### src/rtl/core/nearest_palette_color_search_unit_defines.svh
// Assertion macros shared by the nearest palette color search RTL.
`ifndef NEAREST_PALETTE_COLOR_SEARCH_UNIT_DEFINES_SVH
`define NEAREST_PALETTE_COLOR_SEARCH_UNIT_DEFINES_SVH

// Checks that the consequent holds in the same cycle as the antecedent.
`define NPCS_ASSERT_SAME(label, clk, rst, ante, cons, msg) \
   label: assert property (@(posedge clk) disable iff (rst) (ante) |-> (cons)) \
      else $error(msg);

// Checks that the consequent holds in the cycle after the antecedent.
`define NPCS_ASSERT_NEXT(label, clk, rst, ante, cons, msg) \
   label: assert property (@(posedge clk) disable iff (rst) (ante) |=> (cons)) \
      else $error(msg);

`endif

### src/rtl/core/npcs_pkg.sv
// Package with types and constants of the nearest palette color search unit.
package npcs_pkg;

   localparam int PALETTE_ENTRIES_DEFAULT = 256;

   localparam int COLOR_W = 8;
   localparam int RGB_W   = 3 * COLOR_W;
   localparam int SQ_W    = 2 * COLOR_W;
   localparam int DIST_W  = 18;

   localparam int CSR_IDX_W  = 2;
   localparam int CSR_DATA_W = 8;

   localparam logic [CSR_IDX_W-1:0] CSR_LOW_START      = 2'd0;
   localparam logic [CSR_IDX_W-1:0] CSR_UPPER_START    = 2'd1;
   localparam logic [CSR_IDX_W-1:0] CSR_UPPER_RESTRICT = 2'd2;

   localparam logic [COLOR_W-1:0] LOW_START_RESET      = 8'd2;
   localparam logic [COLOR_W-1:0] UPPER_START_RESET    = 8'd114;
   localparam logic               UPPER_RESTRICT_RESET = 1'b1;

   localparam logic [DIST_W-1:0] NO_MATCH_DIST = '1;

   localparam logic CMD_WRITE = 1'b0;
   localparam logic CMD_QUERY = 1'b1;

   typedef enum logic [1:0] {
      ST_IDLE,
      ST_SCAN,
      ST_DRAIN,
      ST_FINISH
   } state_type;

   typedef struct packed {
      logic clear;
      logic take;
   } dist_ctrl_type;

endpackage

### src/rtl/core/npcs_dist.sv
// Shared distance unit: squared RGB distance of one entry per cycle and running minimum.
`include "nearest_palette_color_search_unit_defines.svh"

module npcs_dist #(
   parameter int IDX_W = 8
) (
   input  logic                          clock,
   input  logic                          reset,
   input  npcs_pkg::dist_ctrl_type       ctrl,
   input  logic [npcs_pkg::RGB_W-1:0]    query_color,
   input  logic [npcs_pkg::RGB_W-1:0]    entry_color,
   input  logic [IDX_W-1:0]              entry_index,
   output logic                          busy,
   output logic [IDX_W-1:0]              best_index,
   output logic [npcs_pkg::DIST_W-1:0]   best_distance
);

   localparam int CW = npcs_pkg::COLOR_W;

   logic [CW-1:0]               diff [3];
   logic [npcs_pkg::SQ_W-1:0]   sq_ff [3];
   logic [IDX_W-1:0]            sq_idx_ff;
   logic                        sq_vld_ff;
   logic                        found_ff;
   logic [npcs_pkg::DIST_W-1:0] best_dist_ff;
   logic [IDX_W-1:0]            best_idx_ff;
   logic [npcs_pkg::DIST_W-1:0] dist_sum;
   logic                        better;

   always_comb begin
      for (int c = 0; c < 3; c++) begin
         if (entry_color[c*CW +: CW] > query_color[c*CW +: CW]) begin
            diff[c] = entry_color[c*CW +: CW] - query_color[c*CW +: CW];
         end else begin
            diff[c] = query_color[c*CW +: CW] - entry_color[c*CW +: CW];
         end
      end
   end

   assign dist_sum = npcs_pkg::DIST_W'(sq_ff[0]) + npcs_pkg::DIST_W'(sq_ff[1])
                   + npcs_pkg::DIST_W'(sq_ff[2]);
   assign better   = !found_ff || (dist_sum < best_dist_ff);

   always_ff @(posedge clock) begin
      if (reset) begin
         sq_vld_ff <= 1'b0;
         found_ff  <= 1'b0;
      end else begin
         sq_vld_ff <= ctrl.take;
         if (ctrl.clear) begin
            found_ff <= 1'b0;
         end else if (sq_vld_ff) begin
            found_ff <= 1'b1;
         end
      end
   end

   always_ff @(posedge clock) begin
      for (int c = 0; c < 3; c++) begin
         sq_ff[c] <= diff[c] * diff[c];
      end
      sq_idx_ff <= entry_index;
      if (ctrl.clear) begin
         best_dist_ff <= npcs_pkg::NO_MATCH_DIST;
         best_idx_ff  <= '0;
      end else if (sq_vld_ff && better) begin
         best_dist_ff <= dist_sum;
         best_idx_ff  <= sq_idx_ff;
      end
   end

   assign busy          = sq_vld_ff;
   assign best_index    = best_idx_ff;
   assign best_distance = best_dist_ff;

   `NPCS_ASSERT_NEXT(a_best_never_grows, clock, reset, found_ff && !ctrl.clear,
      best_dist_ff <= $past(best_dist_ff), "running minimum distance increased")

endmodule

### config.mk
export PLATFORM = sky130hd
export DESIGN_NAME = npcs_dist
export DESIGN_NICKNAME = d
export VERILOG_FILES = /design/src/rtl/core/npcs_pkg.sv /design/src/rtl/core/npcs_dist.sv
export VERILOG_INCLUDE_DIRS = /design/src /design/src/rtl/core
export SDC_FILE = /design/constraint.sdc
export NUM_CORES = 1
export LEC_CHECK = 0
export BUFFER_PORTS_ARGS = -buffer_cell sky130_fd_sc_hd__buf_2
export CAP_MARGIN = 15
export CORE_UTILIZATION = 57
export CTS_BUF_LIST = sky130_fd_sc_hd__clkbuf_2
export DETAILED_ROUTE_END_ITERATION = 10
export GPL_ROUTABILITY_DRIVEN = 0
export HOLD_SLACK_MARGIN = 0.03
export PLACE_DENSITY = 0.81
export REMOVE_ABC_BUFFERS = 1
export SKIP_CTS_REPAIR_TIMING = 1
export SLEW_MARGIN = 20
export SYNTH_ARGS = -nofsm -noshare
export SYNTH_HDL_FRONTEND = slang
export SYNTH_SLANG_ARGS = --single-unit
### constraint.sdc
create_clock -name clock -period 6.3 [get_ports clock]
set_clock_uncertainty 0.05 [all_clocks]
set_input_delay 0.315 -clock clock [delete_from_list [all_inputs] [get_ports clock]]
set_output_delay 0.315 -clock clock [all_outputs]
set_load 0.01 [all_outputs]
Yosys cells after proc, flatten, opt, wreduce, memory -nomap -nowiden
Memory sizes are Yosys's and may differ from the RTL's.
Index checks and enable logic that the tools add are counted.
{ "word_totals": {"n_memories": 1, "ramBits": 48, "ff_bits": 36} }
{ "memory_table": {"columns": ["name", "words", "word_bits", "rd", "rd_clocked_by_memory_dff", "wr", "line_no", "source"], "rows": [
  ["sq_ff", 3, 16, 3, 0, 3, "npcs_dist.sv:21", "logic [npcs_pkg::SQ_W-1:0] sq_ff [3];"]
]} }
{ "classes": {"addsub": 8, "order_cmp": 4, "n_reduce_logical": 4, "mux": 3, "multipliers": 3} }
{ "op_table": {"columns": ["op", "n"], "rows": [
  ["$mul A8 B8 Y16", 3],
  ["$sub A8 B8 Y8", 6],
  ["$gt A8 B8 Y1", 3],
  ["$mux W8", 3],
  ["$add A17 B16 Y18", 1],
  ["$lt A18 B18 Y1", 1],
  ["$add A16 B16 Y17", 1],
  ["$reduce_or A2 Y1", 1],
  ["$logic_and A1 B1 Y1", 1],
  ["$logic_not A1 Y1", 1],
  ["$logic_or A1 B1 Y1", 1]
]} }

Logic depth before layout (Yosys ltp)
{ "depth": {"word_depth": 5, "ltp_mapped": 28} }

Worst setup path after synthesis
No wires, ideal clock.
{ "synth_path": {"kind": "input -> register", "startpoint": "input port entry_color[8] (netlist name)", "endpoint": "memory sq_ff[0][29] (netlist name)", "t_required_ps": 6178, "arrival_time_ps": 5767, "setup_slack_ps": 411, "path_stages": 25, "n_path_buf": 0, "path_cell_list": "inv_1 > ha_1 > inv_1 > fa_1 > nand3_1 > a211oi_1 > o21ai_2 > mux2_2 > o21ai_0 > nand2_1 > nor2_1 > fa_1 > xor2_1 > xnor2_1 > fa_1 > inv_1 > fa_1 > inv_1 > ha_1 > inv_1 > o21bai_1 > a2111o_1 > a31o_2 > a21oi_1 > xnor2_1"} }
{ "synth_rtl": {"columns": ["item", "line_no", "source"], "rows": [
  ["start: declaration", "npcs_dist.sv:11", "input logic [npcs_pkg::RGB_W-1:0] entry_color,"],
  ["end: declaration", "npcs_dist.sv:21", null]
]} }

==> metrics <==
largest net degree at the start of global routing 23; type of origin of the critical path input pin; Fin. Hold Viols 0; Post-DRT Antenna Nets 0; CP required 6720 ps; Final Setup Violations 0; final worst slack 577 ps; Least-Margin Pin Slew 690 ps; f_max 175 MHz; share of layout cells above drive strength 1 13.1%; RSZ-0062 raised after global routing false; DRC violations left 0; vias per cell 5.38; most frequent cell on the critical path inv_1; EDFF count, synth 0; Syn. warnings 0; crit path DAT 6150 ps; CP Buf/Inv Count 9; delay of the slowest critical-path stage 540 ps; post-synthesis sequential area ratio 15.4%; Synth cell types 66; outcome finished clean; Layout area overhead 10.2%; Slew headroom 54.0%; Synth Register Bits 81; H-tree Lvls 3; commonest cells in the synthesized netlist 240 x inv_1, 166 x ha_1, 100 x nor2_1; Synth area leader ha_1; Crit Path Max Fanout 8; First DRT Iteration DRCs 369; top_reg_cell synth dfxtp_1; Die Wd 138 µm; maxcap violations 0; CTS Sinks 81; total clock buffers created by CTS 9; top-count cell post-synth inv_1; hpwl dp 17.7 mm; slowest CP cell a2111oi_0; async set-reset flop share out of synthesis 0%; TritonCTS clock tree done; core area 18000 µm²; drt pass-1 iters 5; Worst setup EP type register; total gr overflow 0; worst skew pair latency 580 ps; Clock transition at path regs 260 ps; top-area cell type share of the netlist area 19.7%; via count 8382; wire length per cell 13.2 µm; worst setup path class in -> reg; synthesized area 10500 µm²; WHS 197 ps; initial antenna violation count 0; Mapped Cells 1202; routed wire length 20.6 mm; max-slew violation count 0; port bufs 86; vias in the first global route 8317; clk buf depth 2; die area 19000 µm²; Final Critical Period 5720 ps; Root Driver clkbuf_2; largest cells by area after synthesis ha_1 20%, fa_1 18%, dfxtp_1 15%, inv_1 8.6%, nor2_1 3.6%; # diodes 0; initial core utilization 58.4%; Fillers 1514; # IOs 87; worst min path class in -> reg; fin crit share 90.8%; Avg Inst Size Synth 8.76 µm²; row count 49; Crit path max-delay family adder cells; total global-route track usage 22.9%; first-pass GRT wire length 35.5 mm; Die Height 138 µm; worst slack at placement -49.1 ps; NumNets Final 1646
==> final cells by class <==
class                           instances  area [µm²]  area share (%)
Inverter                              241         905            7.80
Clock buffer                            9        45.0           0.388
Clock inverter                          7        53.8           0.464
Multi-Input combinational cell        860        7900            68.1
Sequential cell                        81        1620            14.0
Tap cell                              229         287            2.47
Timing Repair Buffer                  130         788            6.79
==> cell families (layout without fill, tap and decap cells) <==
logic type,after synthesis,in the layout,synth area share [%]
AO/OA/AOI/OAI,230,230,15.1
XOR/XNOR,73,73,6.50
adder cells (fa/ha/maj),263,263,38.2
buffers and inverters,262,387,9.53
flip-flops,81,81,15.4
multiplexers,38,38,3.69
other,2,3,0.0714
AND/OR/NAND/NOR,253,253,11.5
==> path summary, 6_finish.rpt <==
| kind | to | from | cells after the start | slack (ps) |
|---|---|---|---|---|
| setup / recovery | sq_ff[0][45]$_DFF_P_ | entry_color[16] | 29 | 580 |
| hold / removal | sq_ff[0][0]$_DFF_P_ | entry_color[0] | 4 | 200 |
| setup reg to reg | best_distance[12]$_SDFFE_PP1P_ | sq_ff[0][5]$_DFF_P_ | 17 | 1330 |
| hold reg to reg | best_index[6]$_SDFFE_PP0P_ | sq_idx_ff[6]$_DFF_P_ | 2 | 420 |
==> layer usage <==
metal | global-route usage (%) | wire length [µm] | vias up
li1 | - | - | 4185
met3 | 2.52 | 779 | 32
met4 | 6.88 | 469 | 0
met5 | 0 | 0 | -
met1 | 29.0 | 9410 | 3982
met2 | 40.6 | 9920 | 183
==> stage by stage <==
stage	instances	cell area (µm²)	utilization [%]	TNS (ps)
3_3_place_gp	1530	11400	63.2	0
6_report	1557	11600	64.4	0
3_5_place_dp	1530	11400	63.2	-49.1
5_1_grt	1557	11600	64.4	0
4_1_cts	1546	11500	63.8	0
2_1_floorplan	1182	10400	-	0
==> cells in the final DEF, fill, tap and decap left out, drive strengths merged, types with 19 or more instances in the layout <==
| cell | netlist | layout |
|---|---|---|
| inv | 241 | 244 |
| dfxtp | 81 | 81 |
| ha | 166 | 166 |
| nor3 | 22 | 22 |
| a21oi | 63 | 63 |
| o21ai | 39 | 39 |
| nand2 | 39 | 39 |
| fa | 97 | 97 |
| a21o | 24 | 24 |
| nor2 | 102 | 102 |
| o21a | 19 | 19 |
| buf | 11 | 119 |
| mux2i | 35 | 35 |
| xnor2 | 47 | 47 |
| xor2 | 26 | 26 |
==> worst register-to-register path, stage by stage (launching register included) <==
cell and delay, ps:
dfxtp_1 370, fa_1 480, ha_1 350, a21oi_1 200
o221ai_1 230, a31oi_1 430, o21ai_0 210, a221oi_1 420
nor2_1 90, ha_1 290, and4_1 220, nand4_1 160
nor2_1 150, o31ai_1 140, nand3_1 360, buf_4 410
mux2i_1 250, nand2_1 70
==> flip-flops by register name (all words and copies together), names as in the netlist <==
signal / cells
best_distance: 18
found_ff: 1
sq_ff: 45
sq_idx_ff: 8
busy: 1
best_index: 8
Power is left out: the tool's default activity adds up to more than one toggle a clock period on the data nets, which glitch-free logic cannot reach.
